===== config.mk =====
export PLATFORM = sky130hd
export DESIGN_NAME = coupled_oscillator_phase_step_top
export DESIGN_NICKNAME = d
export VERILOG_FILES = /design/src/cops_pkg.sv /design/src/cops_ram.sv /design/src/cops_sine_acc.sv /design/src/cops_drift.sv /design/src/coupled_oscillator_phase_step_top.sv
export SDC_FILE = /design/constraint.sdc
export NUM_CORES = 2
export LEC_CHECK = 0
export BUFFER_PORTS_ARGS = -buffer_cell sky130_fd_sc_hd__buf_2
export CORE_MARGIN = 3
export CORE_UTILIZATION = 60
export DETAILED_ROUTE_END_ITERATION = 16
export PLACE_DENSITY = 0.77
export SYNTH_ARGS = -nofsm -noshare
export SYNTH_HDL_FRONTEND = slang
export SYNTH_SLANG_ARGS = --single-unit
export TNS_END_PERCENT = 30

===== constraint.sdc =====
create_clock -name clock -period 16.2 [get_ports clock]
set_input_delay 2.43 -clock clock [delete_from_list [all_inputs] [get_ports clock]]
set_output_delay 2.43 -clock clock [all_outputs]
set_load 0.02 [all_outputs]

===== src/cops_pkg.sv =====
// Shared constants, types and sine table for the coupled oscillator phase step block.
package cops_pkg;

   localparam int MAX_OSC         = 64;
   localparam int SINE_TABLE_BITS = 10;

   localparam int OSC_FIELD_W = 6;
   localparam int VALUE_W     = 17;
   localparam int MASK_W      = 64;
   localparam int PHASE_W     = 16;
   localparam int GAIN_W      = 16;
   localparam int DRIFT_W     = 16;

   localparam int IDX_W = $clog2(MAX_OSC);
   localparam int CNT_W = $clog2(MAX_OSC + 1);
   localparam int ACC_W = PHASE_W + $clog2(MAX_OSC);

   localparam int SINE_SHIFT = PHASE_W - SINE_TABLE_BITS;
   localparam int SINE_QBITS = SINE_TABLE_BITS - 2;
   localparam int SINE_QTR   = 1 << SINE_QBITS;
   localparam int MAG_W      = 15;
   localparam int TERM_W     = MAG_W + 1;

   localparam longint SIN_C1 = 51459;
   localparam longint SIN_C3 = 21060;
   localparam longint SIN_C5 = 2369;
   localparam longint SIN_ONE = 16384;
   localparam longint MAG_MAX = 32767;

   localparam int INV_TWO_PI = 10430;
   localparam int INV_W      = 14;
   localparam int GK_W       = GAIN_W + INV_W;
   localparam int PROD_W     = GK_W + 1 + ACC_W;
   localparam int RND_SHIFT  = 31;
   localparam int RND_W      = PROD_W - RND_SHIFT + 1;
   localparam longint RND_BIAS = longint'(1) << (RND_SHIFT - 1);
   localparam int DRIFT_MAX  = 32767;
   localparam int DRIFT_MIN  = -32768;

   typedef logic [MAG_W-1:0] sine_tbl_type [SINE_QTR];

   typedef struct packed {
      logic clear;
      logic tap;
   } sine_ctl_type;

   typedef struct packed {
      logic mul;
      logic rnd;
   } drift_ctl_type;

   function automatic logic [MAG_W-1:0] sine_mag(input longint x);
      longint x2;
      longint x3;
      longint x5;
      longint s;
      x2 = (x * x) >>> 14;
      x3 = (x2 * x) >>> 14;
      x5 = (x3 * x2) >>> 14;
      s  = (SIN_C1 * x - SIN_C3 * x3 + SIN_C5 * x5) >>> 14;
      if (s > MAG_MAX) s = MAG_MAX;
      if (s < 0) s = 0;
      return s[MAG_W-1:0];
   endfunction

   function automatic sine_tbl_type build_sine_tbl();
      sine_tbl_type t;
      for (int k = 0; k < SINE_QTR; k++) begin
         t[k] = sine_mag(longint'(k) << SINE_SHIFT);
      end
      return t;
   endfunction

   localparam sine_tbl_type SINE_TBL = build_sine_tbl();
   localparam logic [MAG_W-1:0] SINE_FULL = sine_mag(SIN_ONE);

endpackage


===== src/cops_ram.sv =====
// Generic single-write, single-read RAM with registered read data.
module cops_ram #(
   parameter int WIDTH = 16,
   parameter int DEPTH = 64
) (
   input  logic                     clock,
   input  logic                     wr_en,
   input  logic [$clog2(DEPTH)-1:0] wr_addr,
   input  logic [WIDTH-1:0]         wr_data,
   input  logic [$clog2(DEPTH)-1:0] rd_addr,
   output logic [WIDTH-1:0]         rd_data
);

   logic [WIDTH-1:0] mem_ff [DEPTH];
   logic [WIDTH-1:0] rd_data_ff;

   always_ff @(posedge clock) begin
      if (wr_en) begin
         mem_ff[wr_addr] <= wr_data;
      end
      rd_data_ff <= mem_ff[rd_addr];
   end

   assign rd_data = rd_data_ff;

endmodule


===== src/cops_sine_acc.sv =====
// Sine table lookup of a phase difference and the shared coupling accumulator.
module cops_sine_acc (
   input  logic                              clock,
   input  logic                              reset,
   input  cops_pkg::sine_ctl_type            ctl,
   input  logic [cops_pkg::PHASE_W-1:0]      phase_self,
   input  logic [cops_pkg::PHASE_W-1:0]      phase_nbr,
   output logic signed [cops_pkg::ACC_W-1:0] acc
);

   logic [cops_pkg::PHASE_W-1:0]       diff;
   logic [1:0]                         quad;
   logic [cops_pkg::SINE_QBITS-1:0]    k;
   logic [cops_pkg::SINE_QBITS-1:0]    k_idx;
   logic                               full;
   logic [cops_pkg::MAG_W-1:0]         mag;
   logic signed [cops_pkg::TERM_W-1:0] term_in;
   logic signed [cops_pkg::TERM_W-1:0] term_ff;
   logic                               term_vld_in;
   logic                               term_vld_ff;
   logic signed [cops_pkg::ACC_W-1:0]  acc_in;
   logic signed [cops_pkg::ACC_W-1:0]  acc_ff;

   assign diff  = phase_self - phase_nbr;
   assign quad  = diff[cops_pkg::PHASE_W-1 -: 2];
   assign k     = diff[cops_pkg::PHASE_W-3:cops_pkg::SINE_SHIFT];
   assign k_idx = quad[0] ? (~k + cops_pkg::SINE_QBITS'(1)) : k;
   assign full  = quad[0] && (k == '0);
   assign mag   = full ? cops_pkg::SINE_FULL : cops_pkg::SINE_TBL[k_idx];

   always_comb begin
      term_in = $signed({1'b0, mag});
      if (quad[1]) begin
         term_in = -$signed({1'b0, mag});
      end
      term_vld_in = ctl.tap && !ctl.clear;
      acc_in = acc_ff;
      if (ctl.clear) begin
         acc_in = '0;
      end else if (term_vld_ff) begin
         acc_in = acc_ff + cops_pkg::ACC_W'(term_ff);
      end
   end

   always_ff @(posedge clock) begin
      if (reset) begin
         term_vld_ff <= 1'b0;
         acc_ff      <= '0;
      end else begin
         term_vld_ff <= term_vld_in;
         acc_ff      <= acc_in;
      end
      term_ff <= term_in;
   end

   assign acc = acc_ff;

endmodule


===== src/cops_drift.sv =====
// Gain multiply, rounding and saturation of the coupling sum into a drift step.
module cops_drift (
   input  logic                                clock,
   input  cops_pkg::drift_ctl_type             ctl,
   input  logic [cops_pkg::GAIN_W-1:0]         gain,
   input  logic signed [cops_pkg::ACC_W-1:0]   acc,
   output logic signed [cops_pkg::DRIFT_W-1:0] drift
);

   logic [cops_pkg::GK_W-1:0]           gk_in;
   logic [cops_pkg::GK_W-1:0]           gk_ff;
   logic signed [cops_pkg::PROD_W-1:0]  prod_in;
   logic signed [cops_pkg::PROD_W-1:0]  prod_ff;
   logic signed [cops_pkg::PROD_W:0]    rnd_sum;
   logic signed [cops_pkg::RND_W-1:0]   rnd_q;
   logic signed [cops_pkg::DRIFT_W-1:0] drift_in;
   logic signed [cops_pkg::DRIFT_W-1:0] drift_ff;

   assign gk_in   = cops_pkg::GK_W'(gain) * cops_pkg::GK_W'(cops_pkg::INV_TWO_PI);
   assign prod_in = cops_pkg::PROD_W'($signed({1'b0, gk_ff})) * cops_pkg::PROD_W'(acc);
   assign rnd_sum = -((cops_pkg::PROD_W + 1)'(prod_ff))
                    + (cops_pkg::PROD_W + 1)'(cops_pkg::RND_BIAS);
   assign rnd_q   = rnd_sum[cops_pkg::PROD_W:cops_pkg::RND_SHIFT];

   always_comb begin
      priority if (rnd_q > cops_pkg::RND_W'(cops_pkg::DRIFT_MAX)) begin
         drift_in = cops_pkg::DRIFT_W'(cops_pkg::DRIFT_MAX);
      end else if (rnd_q < cops_pkg::RND_W'(cops_pkg::DRIFT_MIN)) begin
         drift_in = cops_pkg::DRIFT_W'(cops_pkg::DRIFT_MIN);
      end else begin
         drift_in = rnd_q[cops_pkg::DRIFT_W-1:0];
      end
   end

   always_ff @(posedge clock) begin
      gk_ff <= gk_in;
      if (ctl.mul) begin
         prod_ff <= prod_in;
      end
      if (ctl.rnd) begin
         drift_ff <= drift_in;
      end
   end

   assign drift = drift_ff;

endmodule


===== src/coupled_oscillator_phase_step_top.sv =====
// Top level of the coupled oscillator phase step: sequencer, phase buffers and result register.
//
//   channel | ports                         | transfer when
//   --------+-------------------------------+------------------------------
//   request | req_valid, req_stall, req_*   | req_valid && !req_stall
//   result  | rsp_valid, rsp_stall, rsp_*   | rsp_valid && !rsp_stall
//   config  | csr_wr_en, csr_wr_data        | csr_wr_en
//
// Load item: a transfer runs the self-phase read (S_RD_SELF, S_GET_SELF), then S_FINISH.
// Update item: after the self-phase read, one old-buffer read and one sine lookup per
// oscillator through the shared accumulator, then S_DRAIN, S_MUL, S_ROUND and S_FINISH.
// end_of_step then copies the new buffer into the old one in S_COPY, one entry a cycle through
// the buffer RAM ports. After reset a clearing pass zeroes both buffers; no request is taken.
// A stalled result holds in the output register; the next request waits until it is taken.
module coupled_oscillator_phase_step_top (
   input  logic                                clock,
   input  logic                                reset,
   input  logic                                req_valid,
   output logic                                req_stall,
   input  logic                                req_mode,
   input  logic [cops_pkg::OSC_FIELD_W-1:0]    req_osc_index,
   input  logic signed [cops_pkg::VALUE_W-1:0] req_value,
   input  logic [cops_pkg::MASK_W-1:0]         req_neighbor_mask,
   input  logic                                req_end_of_step,
   output logic                                rsp_valid,
   input  logic                                rsp_stall,
   output logic [cops_pkg::PHASE_W-1:0]        rsp_phase_before,
   output logic signed [cops_pkg::DRIFT_W-1:0] rsp_drift_step,
   output logic [cops_pkg::PHASE_W-1:0]        rsp_phase_after,
   input  logic                                csr_wr_en,
   input  logic [cops_pkg::GAIN_W-1:0]         csr_wr_data
);

   typedef enum logic [3:0] {
      S_CLEAR,
      S_IDLE,
      S_RD_SELF,
      S_GET_SELF,
      S_LOOP,
      S_DRAIN,
      S_MUL,
      S_ROUND,
      S_FINISH,
      S_COPY
   } state_type;

   state_type state_in, state_ff;

   logic [cops_pkg::CNT_W-1:0]   cnt_in, cnt_ff;
   logic                         tap_in, tap_ff;
   logic                         cp_pend_in, cp_pend_ff;
   logic [cops_pkg::IDX_W-1:0]   cp_addr_in, cp_addr_ff;
   logic                         rsp_valid_in, rsp_valid_ff;
   logic [cops_pkg::GAIN_W-1:0]  gain_ff;

   logic                         mode_ff;
   logic [cops_pkg::IDX_W-1:0]   idx_ff;
   logic                         idx_ok_ff;
   logic [cops_pkg::PHASE_W-1:0] noise_ff;
   logic [cops_pkg::MAX_OSC-1:0] mask_ff;
   logic                         eos_ff;
   logic [cops_pkg::PHASE_W-1:0] before_in, before_ff;

   logic [cops_pkg::PHASE_W-1:0]        rsp_before_in, rsp_before_ff;
   logic signed [cops_pkg::DRIFT_W-1:0] rsp_drift_in, rsp_drift_ff;
   logic [cops_pkg::PHASE_W-1:0]        rsp_after_in, rsp_after_ff;

   logic                         accept;
   logic                         cnt_done;

   logic                         old_we;
   logic [cops_pkg::IDX_W-1:0]   old_waddr;
   logic [cops_pkg::PHASE_W-1:0] old_wdata;
   logic [cops_pkg::IDX_W-1:0]   old_raddr;
   logic [cops_pkg::PHASE_W-1:0] old_rdata;
   logic                         new_we;
   logic [cops_pkg::IDX_W-1:0]   new_waddr;
   logic [cops_pkg::PHASE_W-1:0] new_wdata;
   logic [cops_pkg::IDX_W-1:0]   new_raddr;
   logic [cops_pkg::PHASE_W-1:0] new_rdata;

   cops_pkg::sine_ctl_type              sine_ctl;
   cops_pkg::drift_ctl_type             drift_ctl;
   logic signed [cops_pkg::ACC_W-1:0]   acc;
   logic signed [cops_pkg::DRIFT_W-1:0] drift;

   cops_ram #(
      .WIDTH(cops_pkg::PHASE_W),
      .DEPTH(cops_pkg::MAX_OSC)
   ) u_old_ram (
      .clock  (clock),
      .wr_en  (old_we),
      .wr_addr(old_waddr),
      .wr_data(old_wdata),
      .rd_addr(old_raddr),
      .rd_data(old_rdata)
   );

   cops_ram #(
      .WIDTH(cops_pkg::PHASE_W),
      .DEPTH(cops_pkg::MAX_OSC)
   ) u_new_ram (
      .clock  (clock),
      .wr_en  (new_we),
      .wr_addr(new_waddr),
      .wr_data(new_wdata),
      .rd_addr(new_raddr),
      .rd_data(new_rdata)
   );

   cops_sine_acc u_sine_acc (
      .clock     (clock),
      .reset     (reset),
      .ctl       (sine_ctl),
      .phase_self(before_ff),
      .phase_nbr (old_rdata),
      .acc       (acc)
   );

   cops_drift u_drift (
      .clock(clock),
      .ctl  (drift_ctl),
      .gain (gain_ff),
      .acc  (acc),
      .drift(drift)
   );

   assign req_stall = (state_ff != S_IDLE) || (rsp_valid_ff && rsp_stall);
   assign accept    = req_valid && !req_stall;
   assign cnt_done  = (cnt_ff == cops_pkg::CNT_W'(cops_pkg::MAX_OSC));

   always_comb begin
      state_in      = state_ff;
      cnt_in        = cnt_ff;
      tap_in        = 1'b0;
      cp_pend_in    = 1'b0;
      cp_addr_in    = cp_addr_ff;
      rsp_valid_in  = rsp_valid_ff && rsp_stall;
      before_in     = before_ff;
      rsp_before_in = rsp_before_ff;
      rsp_drift_in  = rsp_drift_ff;
      rsp_after_in  = rsp_after_ff;
      old_we        = 1'b0;
      old_waddr     = idx_ff;
      old_wdata     = noise_ff;
      old_raddr     = idx_ff;
      new_we        = 1'b0;
      new_waddr     = idx_ff;
      new_wdata     = noise_ff;
      new_raddr     = cnt_ff[cops_pkg::IDX_W-1:0];
      sine_ctl.clear = 1'b0;
      sine_ctl.tap   = tap_ff;
      drift_ctl.mul  = 1'b0;
      drift_ctl.rnd  = 1'b0;
      unique case (state_ff)
         S_CLEAR: begin
            old_we    = 1'b1;
            new_we    = 1'b1;
            old_waddr = cnt_ff[cops_pkg::IDX_W-1:0];
            new_waddr = cnt_ff[cops_pkg::IDX_W-1:0];
            old_wdata = '0;
            new_wdata = '0;
            if (cnt_ff == cops_pkg::CNT_W'(cops_pkg::MAX_OSC - 1)) begin
               cnt_in   = '0;
               state_in = S_IDLE;
            end else begin
               cnt_in = cnt_ff + cops_pkg::CNT_W'(1);
            end
         end
         S_IDLE: begin
            if (accept) begin
               state_in = S_RD_SELF;
            end
         end
         S_RD_SELF: begin
            state_in = S_GET_SELF;
         end
         S_GET_SELF: begin
            before_in      = idx_ok_ff ? old_rdata : '0;
            sine_ctl.clear = 1'b1;
            cnt_in         = '0;
            state_in       = (idx_ok_ff && mode_ff) ? S_LOOP : S_FINISH;
         end
         S_LOOP: begin
            if (!cnt_done) begin
               old_raddr = cnt_ff[cops_pkg::IDX_W-1:0];
               tap_in    = mask_ff[cnt_ff[cops_pkg::IDX_W-1:0]];
               cnt_in    = cnt_ff + cops_pkg::CNT_W'(1);
            end else begin
               state_in = S_DRAIN;
            end
         end
         S_DRAIN: begin
            state_in = S_MUL;
         end
         S_MUL: begin
            drift_ctl.mul = 1'b1;
            state_in      = S_ROUND;
         end
         S_ROUND: begin
            drift_ctl.rnd = 1'b1;
            state_in      = S_FINISH;
         end
         S_FINISH: begin
            rsp_before_in = before_ff;
            rsp_drift_in  = '0;
            rsp_after_in  = '0;
            if (idx_ok_ff) begin
               new_we = 1'b1;
               if (mode_ff) begin
                  rsp_drift_in = drift;
                  rsp_after_in = before_ff + drift + noise_ff;
                  new_wdata    = before_ff + drift + noise_ff;
               end else begin
                  old_we       = 1'b1;
                  rsp_after_in = noise_ff;
               end
            end
            rsp_valid_in = 1'b1;
            cnt_in       = '0;
            state_in     = eos_ff ? S_COPY : S_IDLE;
         end
         S_COPY: begin
            if (!cnt_done) begin
               cp_pend_in = 1'b1;
               cp_addr_in = cnt_ff[cops_pkg::IDX_W-1:0];
               cnt_in     = cnt_ff + cops_pkg::CNT_W'(1);
            end else if (!cp_pend_ff) begin
               state_in = S_IDLE;
            end
            if (cp_pend_ff) begin
               old_we    = 1'b1;
               old_waddr = cp_addr_ff;
               old_wdata = new_rdata;
            end
         end
         default: begin
            state_in = S_IDLE;
         end
      endcase
   end

   always_ff @(posedge clock) begin
      if (reset) begin
         state_ff     <= S_CLEAR;
         cnt_ff       <= '0;
         tap_ff       <= 1'b0;
         cp_pend_ff   <= 1'b0;
         cp_addr_ff   <= '0;
         rsp_valid_ff <= 1'b0;
         gain_ff      <= '0;
      end else begin
         state_ff     <= state_in;
         cnt_ff       <= cnt_in;
         tap_ff       <= tap_in;
         cp_pend_ff   <= cp_pend_in;
         cp_addr_ff   <= cp_addr_in;
         rsp_valid_ff <= rsp_valid_in;
         if (csr_wr_en) begin
            gain_ff <= csr_wr_data;
         end
      end
      if (accept) begin
         mode_ff   <= req_mode;
         idx_ff    <= req_osc_index[cops_pkg::IDX_W-1:0];
         idx_ok_ff <= ((cops_pkg::OSC_FIELD_W + 1)'(req_osc_index)
                       < (cops_pkg::OSC_FIELD_W + 1)'(cops_pkg::MAX_OSC));
         noise_ff  <= req_value[cops_pkg::PHASE_W-1:0];
         mask_ff   <= req_neighbor_mask[cops_pkg::MAX_OSC-1:0];
         eos_ff    <= req_end_of_step;
      end
      before_ff     <= before_in;
      rsp_before_ff <= rsp_before_in;
      rsp_drift_ff  <= rsp_drift_in;
      rsp_after_ff  <= rsp_after_in;
   end

   assign rsp_valid        = rsp_valid_ff;
   assign rsp_phase_before = rsp_before_ff;
   assign rsp_drift_step   = rsp_drift_ff;
   assign rsp_phase_after  = rsp_after_ff;

   a_finish_slot_free: assert property (@(posedge clock) disable iff (reset)
      (state_ff == S_FINISH) |-> !rsp_valid_ff)
      else $error("result register still full when a new result is written");

   a_cnt_bound: assert property (@(posedge clock) disable iff (reset)
      cnt_ff <= cops_pkg::CNT_W'(cops_pkg::MAX_OSC))
      else $error("sweep counter beyond oscillator count");

   a_tap_from_loop: assert property (@(posedge clock) disable iff (reset)
      tap_ff |-> $past(state_ff == S_LOOP))
      else $error("sine tap outside the neighbor sweep");

   a_accept_starts: assert property (@(posedge clock) disable iff (reset)
      accept |=> (state_ff == S_RD_SELF))
      else $error("transfer did not start the self-phase read");

endmodule

==> impl_metrics.json <==
{
  "cap_violations": 0,
  "fp-row-count": 166,
  "ys_seq_elements": 2404,
  "ys_async_sr_fraction": 0,
  "start_util": 0.6040,
  "cts_tree": "built",
  "worstRegToRegCells": 28,
  "cpMostUsedCell": "fa_1",
  "yosysTopAreaCellShare": 0.5506,
  "place_congestion": 0.9721,
  "die_h_um": 460.0,
  "antenna_found_initial": 23,
  "layout_common_cells": "edfxtp_1 (2,268), inv_1 (728), nand2_1 (705), fa_1 (631), mux4_2 (613)",
  "rsz0062_at_grt": "false",
  "netSwitchingFraction": 0.3099,
  "r2r-end": "u_drift.prod_ff[52]$_DFFE_PP_",
  "seq_power_share": 0.456,
  "clkPwrFrac": 0.335,
  "syn_inst": 8167,
  "hp-class": "register to register",
  "drc": 0,
  "p_comb_frac": 0.209,
  "syn_nets": 9281,
  "grt_usage": 0.3425,
  "hold_path_startpoint": "u_old_ram.rd_data[8]$_DFF_P_",
  "drt_iter0_drc": 9936,
  "ys_warn_count": 0,
  "cts-root-buf": "clkbuf_16",
  "ir_worst_vdd_uv": 126.4,
  "maxSlewViolCount": 0,
  "start_kind": "register",
  "crit_family": "adder cells",
  "setup_violations": 0,
  "path_clk_slew_ps": 70,
  "outcome": "completed",
  "post_cts_resized": 0,
  "grt_max_degree": 139,
  "p_leak_nw": 49.52,
  "cp_max_fo": 22,
  "dp_hpwl_um": 216100,
  "overflow": 0,
  "synth_area_sq_mm": 0.1237,
  "p_int_mw": 11.31,
  "holdBufCountCts": 0,
  "yosysUniqueCellTypes": 111,
  "nets": 9456,
  "post-cts-setup-buffers": 0,
  "cp.arrival_ps": 9670,
  "wl_um": 356600,
  "timing.fmax_mhz": 110.2,
  "grt_pass1_vias": 77650,
  "endpoint_kind": "register",
  "area_growth_pct": 10.01,
  "worstHoldPathCells": 0,
  "cts_made_buffers": 228,
  "hold_slack_ps": 419.4,
  "drive_gt1_frac": 0.1803,
  "viasPerCell": 6.743,
  "synth_edf_count": 2268,
  "vias": 75730,
  "dieArea_sq_mm": 0.2116,
  "power.switching_mw": 5.078,
  "path_buf_inv": 4,
  "rr_startpoint": "u_drift.gk_ff[9]$_DFF_P_",
  "n_fill_cell": 13220,
  "cts_buffer_depth": 3,
  "synth_area_leaders": "edfxtp_1 (55%), mux4_2 (11%), fa_1 (10%), ha_1 (3.8%), inv_1 (2.2%)",
  "clk_latency_ps": 920,
  "io_buffers": 158,
  "critPathKind": "register to register",
  "first_pass_iters": 8,
  "powerDensity_mw_per_mm2": 120.4,
  "worst_pin_slew_ps": 1443,
  "yosys_most_used_dff": "edfxtp_1",
  "die_width_um": 460.0,
  "antenna_left": 0,
  "hold_end": "before_ff[8]$_DFFE_PP_",
  "slowest_stage": "dfxtp_1",
  "r2r_slack_ps": 7130,
  "fin_crit_sh": 0.5600,
  "slew_headroom": 0.03773,
  "skew_ps": 112.6,
  "syn_avg_cell_area_sq_um": 15.15,
  "wl_per_cell_um": 31.75,
  "cts_num_sinks": 2404,
  "grt_pass1_wl_um": 526600,
  "hold_viol": 0,
  "h-tree-depth": 4,
  "num_io_pins": 160,
  "finalSetupTns_ps": 0,
  "cp.required_ps": 16790,
  "cpPeakStageDelay_ps": 1170,
  "fin_crit_ps": 9073,
  "synth_largest_area_cell": "edfxtp_1",
  "mostFrequentLayoutCell": "edfxtp_1",
  "yosysSeqAreaShare": 0.5726,
  "core_sq_mm": 0.2048
}
## state kept, by name, summed over array words and instances, names as in the netlist, 22 cells and up
register and flops:
mask_ff 64, u_new_ram.mem_ff 1024, u_old_ram.mem_ff 1024, u_drift.prod_ff 52, u_drift.gk_ff 29, u_sine_acc.acc 22
## layer usage
metal	part of all wire	GRT usage	wire length, um	up-vias
li1	-	-	-	30650
met1	0.35	0.4500	125100	38770
met2	0.48	0.5389	169500	5225
met3	0.11	0.07489	38580	1076
met4	0.065	0.1875	23340	14
met5	0.00026	0	93	-
## power groups by stage
stage,Clock (mW),Sequential [mW],Combinational (mW)
global route,5.75,7.47,3.59
floorplan,0,7.40,2.12
finish,5.49,7.47,3.43
CTS,5.53,7.45,3.34
global placement,0,7.55,3.25
detailed placement,0,7.57,3.29
## per-stage QoR
step	util	setup slack (ps)	std cells	total power [mW]	instance area, sq um
global placement	0.6266	7400	10800	10.80	128300
detailed placement	0.6266	7331	10800	10.86	128300
global route	0.6644	6749	11230	16.81	136100
floorplan	-	8749	8167	9.523	123700
CTS	0.6642	7308	11220	16.32	136000
finish	0.6645	7127	11230	16.38	136100
## area by class of cell
| class | instances | area [sq um] | share of cell area |
|---|---|---|---|
| flip-flops and latches | 2404 | 70850 | 0.5207 |
| multi-input cells | 4563 | 48620 | 0.3573 |
| clock buffers | 270 | 5923 | 0.04353 |
| well taps | 2688 | 3363 | 0.02472 |
| repair buffers | 410 | 2770 | 0.02036 |
| inverters | 735 | 2760 | 0.02028 |
| clock inverters | 156 | 1779 | 0.01308 |
| diodes | 6 | 15.01 | 0.0001103 |
## worst max-delay path by stage
stage | from | end | cells after the start
final | u_drift.gk_ff[9]$_DFF_P_ | u_drift.prod_ff[52]$_DFFE_PP_ | 28
after global routing | u_drift.gk_ff[11]$_DFF_P_ | u_drift.prod_ff[52]$_DFFE_PP_ | 27
after CTS | u_drift.gk_ff[10]$_DFF_P_ | u_drift.prod_ff[52]$_DFFE_PP_ | 28
after detailed placement | u_drift.gk_ff[10]$_DFF_P_ | u_drift.prod_ff[52]$_DFFE_PP_ | 28
after global placement | u_drift.gk_ff[10]$_DFF_P_ | u_drift.prod_ff[52]$_DFFE_PP_ | 28
after floorplan | rsp_stall | state_ff[1]$_SDFFE_PP0P_ | 7
## synthesized netlist by cell type (all sizes together), types with 16 or more instances
cell type,instances
a211oi,129
mux4,613
clkbuf,321
and3,21
a21o,37
a31oi,68
mux2,17
mux2i,40
fa,631
inv,732
nand3,74
ha,373
dfxtp,136
or3,22
xnor2,99
buf,144
o22ai,19
nor4,26
nand4,24
nand2b,41
nor2,333
nor3,77
o221ai,22
a311oi,41
o21bai,25
a21oi,239
and2,352
o211ai,37
a221oi,16
o21ai,173
o31ai,19
edfxtp,2268
o21a,27
nand2,711
xor2,38
## logic make-up (layout without fill, tap and decap cells)
family	count (synthesis)	count (layout)	synth area share
AO/OA/AOI/OAI	1026	1026	0.05728
buffers and inverters	1200	1571	0.03801
XOR/XNOR	137	137	0.009883
AND/OR/NAND/NOR	1726	1726	0.06591
multiplexers	670	670	0.1165
adder cells (fa/ha/maj)	1004	1004	0.1399
flip-flops	2404	2404	0.5726
other	0	6	0
Note: power is estimated with default switching activity, not from simulation.
